[config.mk]
export PLATFORM = sky130hd
export DESIGN_NAME = pwm_tone_divider_calculator
export DESIGN_NICKNAME = d
export VERILOG_FILES = /design/src/sv/ptdc_pkg.sv /design/src/sv/ptdc_datapath.sv /design/src/sv/ptdc_ctrl.sv /design/src/sv/pwm_tone_divider_calculator.sv
export SDC_FILE = /design/constraint.sdc
export NUM_CORES = 2
export LEC_CHECK = 0
export BUFFER_PORTS_ARGS = -buffer_cell sky130_fd_sc_hd__buf_2
export CORE_MARGIN = 3
export CORE_UTILIZATION = 65
export DETAILED_ROUTE_END_ITERATION = 8
export HOLD_SLACK_MARGIN = 0.03
export MAX_ROUTING_LAYER = met4
export PLACE_DENSITY = 0.82
export REMOVE_ABC_BUFFERS = 1
export SYNTH_ARGS = -nofsm -noshare
export SYNTH_HDL_FRONTEND = slang
export SYNTH_SLANG_ARGS = --single-unit
[constraint.sdc]
create_clock -name clk -period 13.34 [get_ports clk]
set_input_delay 1.334 -clock clk [delete_from_list [all_inputs] [get_ports clk]]
set_output_delay 1.334 -clock clk [all_outputs]
set_load 0.02 [all_outputs]
[src/sv/ptdc_pkg.sv]
// ----------------------------------------------------------------------------
// PWM tone divider calculator package
// Shared widths, constants and the command and status types between the
// controller and the datapath.
// ----------------------------------------------------------------------------
`default_nettype none

package ptdc_pkg;

    localparam int unsigned CLK_W    = 28;
    localparam int unsigned TONE_W   = 20;
    localparam int unsigned DIV_W    = 12;
    localparam int unsigned PERIOD_W = 16;
    localparam int unsigned QUOT_W   = 32;

    localparam int unsigned FRAC_SCALE    = 16;
    localparam int unsigned DIV_INT_LIMIT = 256;
    localparam int unsigned PERIOD_LIMIT  = 65534;

    localparam logic [CLK_W-1:0] CLK_HZ_RESET = CLK_W'(125000000);

    // Exact reciprocals for unsigned 32-bit division by 5 and by 3.
    localparam logic [31:0] RECIP5 = 32'hCCCC_CCCD;
    localparam logic [31:0] RECIP3 = 32'hAAAA_AAAB;

    typedef struct packed {
        logic load;
        logic div_step;
        logic mul5;
        logic mul3;
        logic fact_step;
        logic write_out;
    } cmd_t;

    typedef struct packed {
        logic tone_zero;
        logic step_apply;
        logic out_free;
    } status_t;

endpackage

`default_nettype wire

[src/sv/ptdc_datapath.sv]
// ----------------------------------------------------------------------------
// PWM tone divider calculator datapath
// Holds the clock register, the bit-serial divider, the shared reciprocal
// multiplier, the factor step logic and the output register.
// ----------------------------------------------------------------------------
`default_nettype none

module ptdc_datapath (
    input  wire                               clk,
    input  wire                               rst_n,
    input  wire                               cfg_wr_en,
    input  wire  [ptdc_pkg::CLK_W-1:0]        cfg_wr_data,
    input  wire  [ptdc_pkg::TONE_W-1:0]       tone_hz,
    input  wire                               out_ready,
    input  wire  ptdc_pkg::cmd_t              cmd,
    output ptdc_pkg::status_t                 status,
    output logic                              out_valid,
    output logic                              settings_valid,
    output logic [ptdc_pkg::DIV_W-1:0]        clock_divider,
    output logic [ptdc_pkg::PERIOD_W-1:0]     period_top
);

    localparam int unsigned TW = ptdc_pkg::TONE_W;
    localparam int unsigned QW = ptdc_pkg::QUOT_W;
    localparam int unsigned PW = ptdc_pkg::PERIOD_W;

    localparam logic [PW-1:0] PMAX5 = PW'(ptdc_pkg::PERIOD_LIMIT / 5);
    localparam logic [PW-1:0] PMAX3 = PW'(ptdc_pkg::PERIOD_LIMIT / 3);
    localparam logic [PW-1:0] PMAX2 = PW'(ptdc_pkg::PERIOD_LIMIT / 2);
    localparam logic [QW-1:0] DMIN5 = QW'(ptdc_pkg::FRAC_SCALE * 5);
    localparam logic [QW-1:0] DMIN3 = QW'(ptdc_pkg::FRAC_SCALE * 3);
    localparam logic [QW-1:0] DMIN2 = QW'(ptdc_pkg::FRAC_SCALE * 2);
    localparam logic [QW-1:0] DLOW  = QW'(ptdc_pkg::FRAC_SCALE);
    localparam logic [QW-1:0] DHIGH = QW'(ptdc_pkg::DIV_INT_LIMIT * ptdc_pkg::FRAC_SCALE);

    logic [ptdc_pkg::CLK_W-1:0] clk_hz_reg;
    logic [TW-1:0]              tone_reg,   tone_next;
    logic [QW-1:0]              dq_reg,     dq_next;
    logic [TW-1:0]              rem_reg,    rem_next;
    logic [PW-1:0]              period_reg, period_next;
    logic [QW-3:0]              q5_reg;
    logic [QW-2:0]              q3_reg;
    logic                       out_valid_reg, out_valid_next;
    logic                       res_valid_reg;
    logic [ptdc_pkg::DIV_W-1:0] res_div_reg;
    logic [PW-1:0]              res_period_reg;

    logic [TW:0]     trial;
    logic [TW:0]     diff;
    logic            ge;
    logic [31:0]     mul_const;
    logic [63:0]     prod;
    logic [QW:0]     back5;
    logic [QW:0]     back3;
    logic            take5, take3, take2;
    logic [PW+2:0]   period_x5;
    logic [PW+1:0]   period_x3;
    logic            in_range;

    // Restoring division, one quotient bit per cycle.
    assign trial = {rem_reg, dq_reg[QW-1]};
    assign diff  = trial - {1'b0, tone_reg};
    assign ge    = (trial >= {1'b0, tone_reg});

    assign mul_const = cmd.mul5 ? ptdc_pkg::RECIP5 : ptdc_pkg::RECIP3;
    assign prod      = {32'b0, dq_reg} * {32'b0, mul_const};

    // The quotient times the factor equals the dividend only when it divides evenly.
    assign back5 = {1'b0, q5_reg, 2'b00} + {3'b000, q5_reg};
    assign back3 = {1'b0, q3_reg, 1'b0} + {2'b00, q3_reg};

    assign take5 = (dq_reg >= DMIN5) && (back5 == {1'b0, dq_reg}) && (period_reg <= PMAX5);
    assign take3 = !take5 && (dq_reg >= DMIN3) && (back3 == {1'b0, dq_reg})
                   && (period_reg <= PMAX3);
    assign take2 = !take5 && !take3 && (dq_reg >= DMIN2) && (period_reg <= PMAX2);

    assign period_x5 = {1'b0, period_reg, 2'b00} + {3'b000, period_reg};
    assign period_x3 = {1'b0, period_reg, 1'b0} + {2'b00, period_reg};

    assign in_range = (dq_reg >= DLOW) && (dq_reg < DHIGH);

    assign status.tone_zero  = (tone_hz == '0);
    assign status.step_apply = take5 || take3 || take2;
    assign status.out_free   = !out_valid_reg || out_ready;

    always_comb
    begin
        tone_next   = tone_reg;
        dq_next     = dq_reg;
        rem_next    = rem_reg;
        period_next = period_reg;
        if (cmd.load)
        begin
            tone_next   = tone_hz;
            dq_next     = status.tone_zero ? '0 : {clk_hz_reg, 4'b0000};
            rem_next    = '0;
            period_next = PW'(1);
        end
        else if (cmd.div_step)
        begin
            dq_next  = {dq_reg[QW-2:0], ge};
            rem_next = ge ? diff[TW-1:0] : trial[TW-1:0];
        end
        else if (cmd.fact_step)
        begin
            priority if (take5)
            begin
                dq_next     = {2'b00, q5_reg};
                period_next = period_x5[PW-1:0];
            end
            else if (take3)
            begin
                dq_next     = {1'b0, q3_reg};
                period_next = period_x3[PW-1:0];
            end
            else if (take2)
            begin
                dq_next     = {1'b0, dq_reg[QW-1:1]};
                period_next = {period_reg[PW-2:0], 1'b0};
            end
        end
    end

    always_comb
    begin
        out_valid_next = out_valid_reg;
        if (cmd.write_out)
            out_valid_next = 1'b1;
        else if (out_ready)
            out_valid_next = 1'b0;
    end

    always_ff @(posedge clk or negedge rst_n)
    begin
        if (!rst_n)
        begin
            clk_hz_reg    <= ptdc_pkg::CLK_HZ_RESET;
            out_valid_reg <= 1'b0;
        end
        else
        begin
            if (cfg_wr_en)
                clk_hz_reg <= cfg_wr_data;
            out_valid_reg <= out_valid_next;
        end
    end

    always_ff @(posedge clk)
    begin
        tone_reg   <= tone_next;
        dq_reg     <= dq_next;
        rem_reg    <= rem_next;
        period_reg <= period_next;
        if (cmd.mul5)
            q5_reg <= prod[63:34];
        if (cmd.mul3)
            q3_reg <= prod[63:33];
        if (cmd.write_out)
        begin
            res_valid_reg  <= in_range;
            res_div_reg    <= in_range ? dq_reg[ptdc_pkg::DIV_W-1:0] : '0;
            res_period_reg <= in_range ? period_reg : '0;
        end
    end

    assign out_valid      = out_valid_reg;
    assign settings_valid = res_valid_reg;
    assign clock_divider  = res_div_reg;
    assign period_top     = res_period_reg;

endmodule

`default_nettype wire

[src/sv/ptdc_ctrl.sv]
// ----------------------------------------------------------------------------
// PWM tone divider calculator controller
// Sequences the division, the factor rounds and the write of the result.
// ----------------------------------------------------------------------------
`default_nettype none

module ptdc_ctrl (
    input  wire                 clk,
    input  wire                 rst_n,
    input  wire                 in_valid,
    output logic                in_ready,
    input  wire  ptdc_pkg::status_t status,
    output ptdc_pkg::cmd_t      cmd
);

    localparam logic [2:0] S_IDLE = 3'd0;
    localparam logic [2:0] S_DIV  = 3'd1;
    localparam logic [2:0] S_MUL5 = 3'd2;
    localparam logic [2:0] S_MUL3 = 3'd3;
    localparam logic [2:0] S_STEP = 3'd4;
    localparam logic [2:0] S_FIN  = 3'd5;

    localparam int unsigned CNT_W = $clog2(ptdc_pkg::QUOT_W);

    logic [2:0]       state_reg, state_next;
    logic [CNT_W-1:0] cnt_reg,   cnt_next;

    always_comb
    begin
        state_next = state_reg;
        cnt_next   = cnt_reg;
        cmd        = '0;
        in_ready   = 1'b0;
        unique case (state_reg)
            S_IDLE:
            begin
                in_ready = 1'b1;
                if (in_valid)
                begin
                    cmd.load   = 1'b1;
                    cnt_next   = '0;
                    state_next = status.tone_zero ? S_FIN : S_DIV;
                end
            end
            S_DIV:
            begin
                cmd.div_step = 1'b1;
                cnt_next     = cnt_reg + 1'b1;
                if (cnt_reg == CNT_W'(ptdc_pkg::QUOT_W - 1))
                    state_next = S_MUL5;
            end
            S_MUL5:
            begin
                cmd.mul5   = 1'b1;
                state_next = S_MUL3;
            end
            S_MUL3:
            begin
                cmd.mul3   = 1'b1;
                state_next = S_STEP;
            end
            S_STEP:
            begin
                cmd.fact_step = 1'b1;
                state_next    = status.step_apply ? S_MUL5 : S_FIN;
            end
            S_FIN:
            begin
                if (status.out_free)
                begin
                    cmd.write_out = 1'b1;
                    state_next    = S_IDLE;
                end
            end
            default:
            begin
                state_next = S_IDLE;
            end
        endcase
    end

    always_ff @(posedge clk or negedge rst_n)
    begin
        if (!rst_n)
        begin
            state_reg <= S_IDLE;
            cnt_reg   <= '0;
        end
        else
        begin
            state_reg <= state_next;
            cnt_reg   <= cnt_next;
        end
    end

endmodule

`default_nettype wire

[src/sv/pwm_tone_divider_calculator.sv]
// ----------------------------------------------------------------------------
// PWM tone divider calculator
// Turns a tone frequency into a PWM clock divider and counter wrap value.
// ----------------------------------------------------------------------------
// Each request computes 16 * system_clock_hz / tone_hz with a bit-serial
// divider, then moves factors of 5, 3 and 2 into the period, one factor per
// round of the MUL5, MUL3 and STEP states on a shared reciprocal multiplier.
// Up to fifteen rounds move a factor and one more finds nothing left to move.
// The time from acceptance to a valid result depends on the number of factor
// rounds and on the output being free; a zero tone skips the division and the
// factor rounds. A new request is taken as soon as the previous result has
// been written to the output register, even while that result still waits.
// Write the clock register only while the block is idle.
`default_nettype none

module pwm_tone_divider_calculator (
    input  wire                           clk,
    input  wire                           rst_n,
    input  wire                           cfg_wr_en,
    input  wire  [ptdc_pkg::CLK_W-1:0]    cfg_wr_data,
    input  wire                           in_valid,
    output logic                          in_ready,
    input  wire  [ptdc_pkg::TONE_W-1:0]   tone_hz,
    output logic                          out_valid,
    input  wire                           out_ready,
    output logic                          settings_valid,
    output logic [ptdc_pkg::DIV_W-1:0]    clock_divider,
    output logic [ptdc_pkg::PERIOD_W-1:0] period_top
);

    ptdc_pkg::cmd_t    cmd;
    ptdc_pkg::status_t status;

    ptdc_ctrl u_ctrl (
        .clk      (clk),
        .rst_n    (rst_n),
        .in_valid (in_valid),
        .in_ready (in_ready),
        .status   (status),
        .cmd      (cmd)
    );

    ptdc_datapath u_datapath (
        .clk            (clk),
        .rst_n          (rst_n),
        .cfg_wr_en      (cfg_wr_en),
        .cfg_wr_data    (cfg_wr_data),
        .tone_hz        (tone_hz),
        .out_ready      (out_ready),
        .cmd            (cmd),
        .status         (status),
        .out_valid      (out_valid),
        .settings_valid (settings_valid),
        .clock_divider  (clock_divider),
        .period_top     (period_top)
    );

    a_busy_after_accept: assert property (@(posedge clk) disable iff (!rst_n)
        (in_valid && in_ready) |=> !in_ready)
        else $error("request accepted while the previous one is in progress");

    a_valid_divider: assert property (@(posedge clk) disable iff (!rst_n)
        (out_valid && settings_valid) |-> (clock_divider[11:4] != 8'd0))
        else $error("valid result with divider integer part zero");

    a_invalid_zero: assert property (@(posedge clk) disable iff (!rst_n)
        (out_valid && !settings_valid) |-> (clock_divider == '0 && period_top == '0))
        else $error("invalid result carries nonzero settings");

    a_period_limit: assert property (@(posedge clk) disable iff (!rst_n)
        out_valid |-> (period_top <= 16'(ptdc_pkg::PERIOD_LIMIT)))
        else $error("period exceeds limit");

endmodule

`default_nettype wire

# --- Word level (Yosys, flattened, before mapping) ---
# Index checks and enable logic that the tools add are counted.
word_totals:
  ff_bits: 215
  latch_bits: 0
  ram_bits: 0
  romBits: 0
  in_bits: 53
  mem_count: 0
classes:
  add_sub_neg: 6
  n_mul: 1
  div_mod_pow: 0
  magnitude_cmp: 9
  eq_ne: 11
  shifts: 0
  n_mux: 31
  bitwise: 1
  reduce_logical: 26
ops:
  columns: ["cell", "n"]
  rows:
  - ["32-bit 2-to-1 mux", 7]
  - ["33-bit by 32-bit == test with 1-bit output", 2]
  - ["32-bit by 6-bit >= comparator with 1-bit output, second input constant", 2]
  - ["32-bit by 32-bit multiplier with 64-bit output", 1]
  - ["16-bit 2-to-1 mux", 3]
  - ["32-bit by 30-bit adder with 33-bit output", 1]
  - ["32-bit by 31-bit adder with 33-bit output", 1]
  - ["16-bit adder", 2]
  - ["32-bit by 5-bit >= comparator with 1-bit output, second input constant", 1]
  - ["32-bit by 7-bit >= comparator with 1-bit output, second input constant", 1]
  - ["16-bit by 15-bit <= comparator with 1-bit output, second input constant", 2]
  - ["32-bit by 13-bit less-than comparator with 1-bit output, second input constant", 1]
  - ["31-bit 2-to-1 mux", 1]
  - ["21-bit by 20-bit >= comparator with 1-bit output", 1]
  - ["20-bit logical NOT", 1]
  - ["20-bit 2-to-1 mux", 1]
  - ["20-bit subtractor", 1]
  - ["3-bit case mux with 6 select lines", 1]
  - ["16-bit by 14-bit <= comparator with 1-bit output, second input constant", 1]
  - ["3-bit 2-to-1 mux", 5]
  - ["1-bit 2-to-1 mux", 11]
  - ["5-bit case mux with 2 select lines", 1]
  - ["1-bit logical AND", 9]
  - ["3-bit by 2-bit == test with 1-bit output, second input constant", 2]
  - ["other kinds (16)", 26]

# --- Logic depth before layout (Yosys ltp) ---
depth:
  depth_word: 18
  depth_mapped: 35
  ltp_nobuf: 32

# --- Cells and area by module ---
# A second synthesis with hierarchy kept.
hier_totals:
  cells_unflattened: 3825
  area_unflattened_um2: 37375.8
by_module_without_submodules:
  columns: ["mod", "instances", "cells_per_inst", "area_per_inst_um2", "seq_area_each_um2"]
  rows:
  - ["ptdc_datapath", 1, 3778, 36899.1, 5726.7]
  - ["ptdc_ctrl", 1, 47, 476.7, 200.2]

# --- Worst setup path before layout ---
# OpenSTA, ideal clock, no wires.
synth_path:
  path_kind: "reg-to-reg"
  from: "reg u_ctrl.state_reg[0]"
  to: "reg u_datapath.q3_reg[29], data pin"
  arrival_ps: 9595
  t_required_ps: 13078
  path_slack_ps: 3482
  path_stages_with_launch: 34
  n_path_buf: 4
  cell_sequence: "dfrtp_1 > clkbuf_1 > or3b_1 > clkbuf_1 > inv_2 > clkbuf_1 > buf_1 > nand2_1 > fa_1 > inv_1 > fa_1 > fa_1 > inv_1 > fa_1 > inv_1 > fa_1 > fa_1 > fa_1 > inv_1 > fa_1 > inv_1 > ha_1 > nand4_1 > nor2_1 > a311oi_1 > a21oi_1 > or4_1 > a31oi_1 > o211ai_1 > and2_1 > a211oi_1 > inv_1 > a21oi_1 > xnor2_1"
synth_via:
  elab_chain_cells: 4
synth_lines:
  columns: ["element", "line_no", "text"]
  rows:
  - ["start: declaration", "ptdc_ctrl.sv:25", "logic [2:0] state_reg, state_next;"]
  - ["start signal: assignment", "ptdc_ctrl.sv:91", "state_reg <= state_next;"]
  - ["3-bit by 2-bit == test with 1-bit output", "ptdc_ctrl.sv:34", "unique case (state_reg)"]
  - ["1-bit 2-to-1 mux", "ptdc_ctrl.sv:34", null]
  - ["31-bit 2-to-1 mux", "ptdc_datapath.sv:65", "assign mul_const = cmd.mul5 ? ptdc_pkg::RECIP5 : ptdc_pkg::RECIP3;"]
  - ["32-bit by 32-bit multiplier with 64-bit output", "ptdc_datapath.sv:66", "assign prod = {32'b0, dq_reg} * {32'b0, mul_const};"]
  - ["net u_datapath.prod[62]", "ptdc_datapath.sv:52", "logic [63:0] prod;"]
  - ["end signal: assignment", "ptdc_datapath.sv:157", "q3_reg <= prod[63:33];"]
  - ["end: declaration", "ptdc_datapath.sv:42", "logic [QW-2:0] q3_reg;"]
# The timed path passes the listed nets, and every way through them passes these cells.
# A chain may end at the register's enable or synchronous reset.

# --- Final worst setup path ---
layout_path:
  from: "reg u_ctrl.state_reg[2]"
  to: "reg u_datapath.q5_reg[28], data pin"
layout_via:
  elab_chain_cells: 4
layout_lines:
  columns: ["element", "line_no", "text"]
  rows:
  - ["3-bit by 2-bit == test with 1-bit output", "ptdc_ctrl.sv:34", null]
  - ["1-bit 2-to-1 mux", "ptdc_ctrl.sv:34", null]
  - ["31-bit 2-to-1 mux", "ptdc_datapath.sv:65", null]
  - ["32-bit by 32-bit multiplier with 64-bit output", "ptdc_datapath.sv:66", null]
  - ["net u_datapath.prod[62]", "ptdc_datapath.sv:52", null]
  - ["end signal: assignment", "ptdc_datapath.sv:155", "q5_reg <= prod[63:34];"]
  - ["end: declaration", "ptdc_datapath.sv:41", "logic [QW-3:0] q5_reg;"]
# The timed path passes the listed nets, and every way through them passes these cells.

==> reports/summary.txt <==
Setup TNS: 0 ns
Setup CP Type: flop to flop
Finish-stage setup viols: 0
Synth async-reset ratio: 17.2%
Status: complete, no violations
Fin cells: 4596
Setup Fix Bufs, Post-CTS: 0
Final hold violation count: 0
Die height: 244 um
Die ar.: 59400 um^2
Final period demand of the worst path: 10.62 ns
Dpl cells: 4558
Area leader, netlist: fa_1
Critical Path End Type: flop
DRT iter0 DRCs: 2388
Core area: 55500 um^2
Seq/Total Area, Yosys: 16.1%
Vias in the first global route: 28200
Initial Util: 66.2%
Worst-path fanout max: 53
Via/cell ratio: 5.95
Cts hold-fix bufs: 0
Fin nets: 4925
Post-synth top area share: 33.1%
Most frequent cell after synthesis: inv_1
Max_slew headroom: 27.3%
Critical path launch point type: flop
Clock tree root buffer cell: clkbuf_16
Post-Syn Instances: 3748
Max cap viols: 0
Share of cells above drive strength 1: 6.60%
CTS Buf Count: 21
Worst path most repeated cell: fa_1
Fill count: 4282
Vias: 27300
Worst-skew pair later-pin latency: 0.54 ns
Top cells by count, synth: 870 x inv_1, 607 x fa_1, 432 x ha_1, 207 x nand2_1, 164 x a21oi_1
Cell variety after synth: 85
Post-DP HPWL: 89.6 mm
CP required: 13.61 ns
Final Routed Wirelength: 105 mm
Synth area leaders: fa_1 33%, ha_1 15%, edfxtp_1 12%, inv_1 8.9%, xnor2_1 2.3%
RSZ-0062 raised after global routing: no
Yosys reg bits: 215
Setup Skew: 0.0119 ns
Number of flip-flops under the largest register name: 32
Antenna Violating Nets Remaining: 0
Ports: 84
Slowest stage delay, CP: 0.59 ns
Largest net degree at the start of global routing: 67
Tcrit/Tclk final: 79.6%
CTS Buffer Depth: 3
Syn-to-layout area delta: 5.54%
CP max-delay cell: a31oi_1
Worst Path Buf+Inv: 8
Input/output buffers: 83
Chip width: 244 um
GRT Util Overall: 37.4%
Count of clock tree sinks: 215
GRT Residual Overflow: 0
Worst Path Arrival: 10.90 ns
Fmax: 94.1 MHz
GP Congestion: 1.00
Synth warnings: 0
Fin util: 69.9%
Drt pass-1 iters: 6
Worst slew pin tran: 1.06 ns
Syn_area_per_cell: 9.81 um^2
Most used DFF post-synth: edfxtp_1
Worst hold path class: flop to flop
First-pass GRT wire length: 164 mm
DRC errors left: 0
Initial antenna violation count: 0
H-tree depth: 1
CTS tree: done
Final Max Tran Viols: 0
CP top delay family: adder cells
ANT cells: 0
# rows: 86
Worst-path clk slew: 0.07 ns
Post_cts resized: 0
Synthesized area: 36800 um^2
Number of flops mapped to enable cells by yosys: 142
Routed wire length per instance: 22.8 um
[worst reg2reg max path: cells and delay by family (launching register included)]
kind,cells,cell delay [ns]
compound gates,6,1.90
xor+xnor,2,0.53
fa+ha+maj,9,4.23
buf+inv,8,1.57
flops,1,0.49
simple gates,6,1.63
[cell usage in the layout (no fill, tap or decap), types with 65 or more instances in the layout]
cell type  instances
a21oi_1          164
buf_2             83
conb_1            66
edfxtp_1         142
fa_1             607
ha_1             432
inv_1            870
mux2_2            65
nand2_1          206
nand3_1           80
nor2_1           140
o21ai_0          126
xnor2_1           97
[logic make-up (layout without fill, tap and decap cells)]
logic type | after synthesis | count (layout) | synth area share [%]
other | 2 | 66 | 0.0204
muxes | 100 | 100 | 2.94
xor gates and xnor gates | 160 | 160 | 3.83
AOI/OAI and AO/OA | 567 | 567 | 9.93
buffers and inverters | 990 | 1026 | 10.4
DFF | 215 | 215 | 16.1
adders and majority gates | 1039 | 1039 | 47.8
and+or+nand+nor | 675 | 675 | 8.94
[final timing paths]
path,from,depth (start not counted),slack (ns),to
worst min-delay path,u_datapath.rem_reg[19],2,0.46,u_datapath.rem_reg[19]
worst min register to register,u_datapath.rem_reg[19],2,0.46,u_datapath.rem_reg[19]
worst max register to register,u_ctrl.state_reg[2],31,2.72,u_datapath.q5_reg[28]
worst max-delay path,u_ctrl.state_reg[2],31,2.72,u_datapath.q5_reg[28]
min in group asynchronous,rst_n,1,0.94,u_datapath.clk_hz_reg[18]
max in group asynchronous,rst_n,1,11.78,u_datapath.clk_hz_reg[4]
[area by class of cell]
type                       instances  area (um^2)  area share, %
multi-input combinational       2607        27300           70.3
sequential                       215         5930           15.3
inverter                         871         3270           8.43
tap                              748          936           2.41
timing repair buffer             117          671           1.73
clock buffer                      30          621           1.60
clock inverter                     8          111          0.287
[through the flow]
step	cell area [um^2]	worst slack [ns]	hold WS, ns
2_1_floorplan	36400	3.71	0.423
3_3_place_gp	38100	3.03	0.435
3_5_place_dp	38100	2.88	0.447
4_1_cts	38800	2.84	0.457
5_1_grt	38800	2.08	0.488
6_report	38800	2.72	0.458
[layer usage]
metal / track usage [%] / up-vias / share of wire, %
li1: - / 12300 / -
met1: 50.9 / 13500 / 41
met2: 56.5 / 1323 / 45
met3: 6.85 / 278 / 9.0
met4: 13.9 / 0 / 5.0
met5: - / - / 0
Power is left out: the tool's default activity adds up to more than one toggle a clock period on the data nets, which glitch-free logic cannot reach.
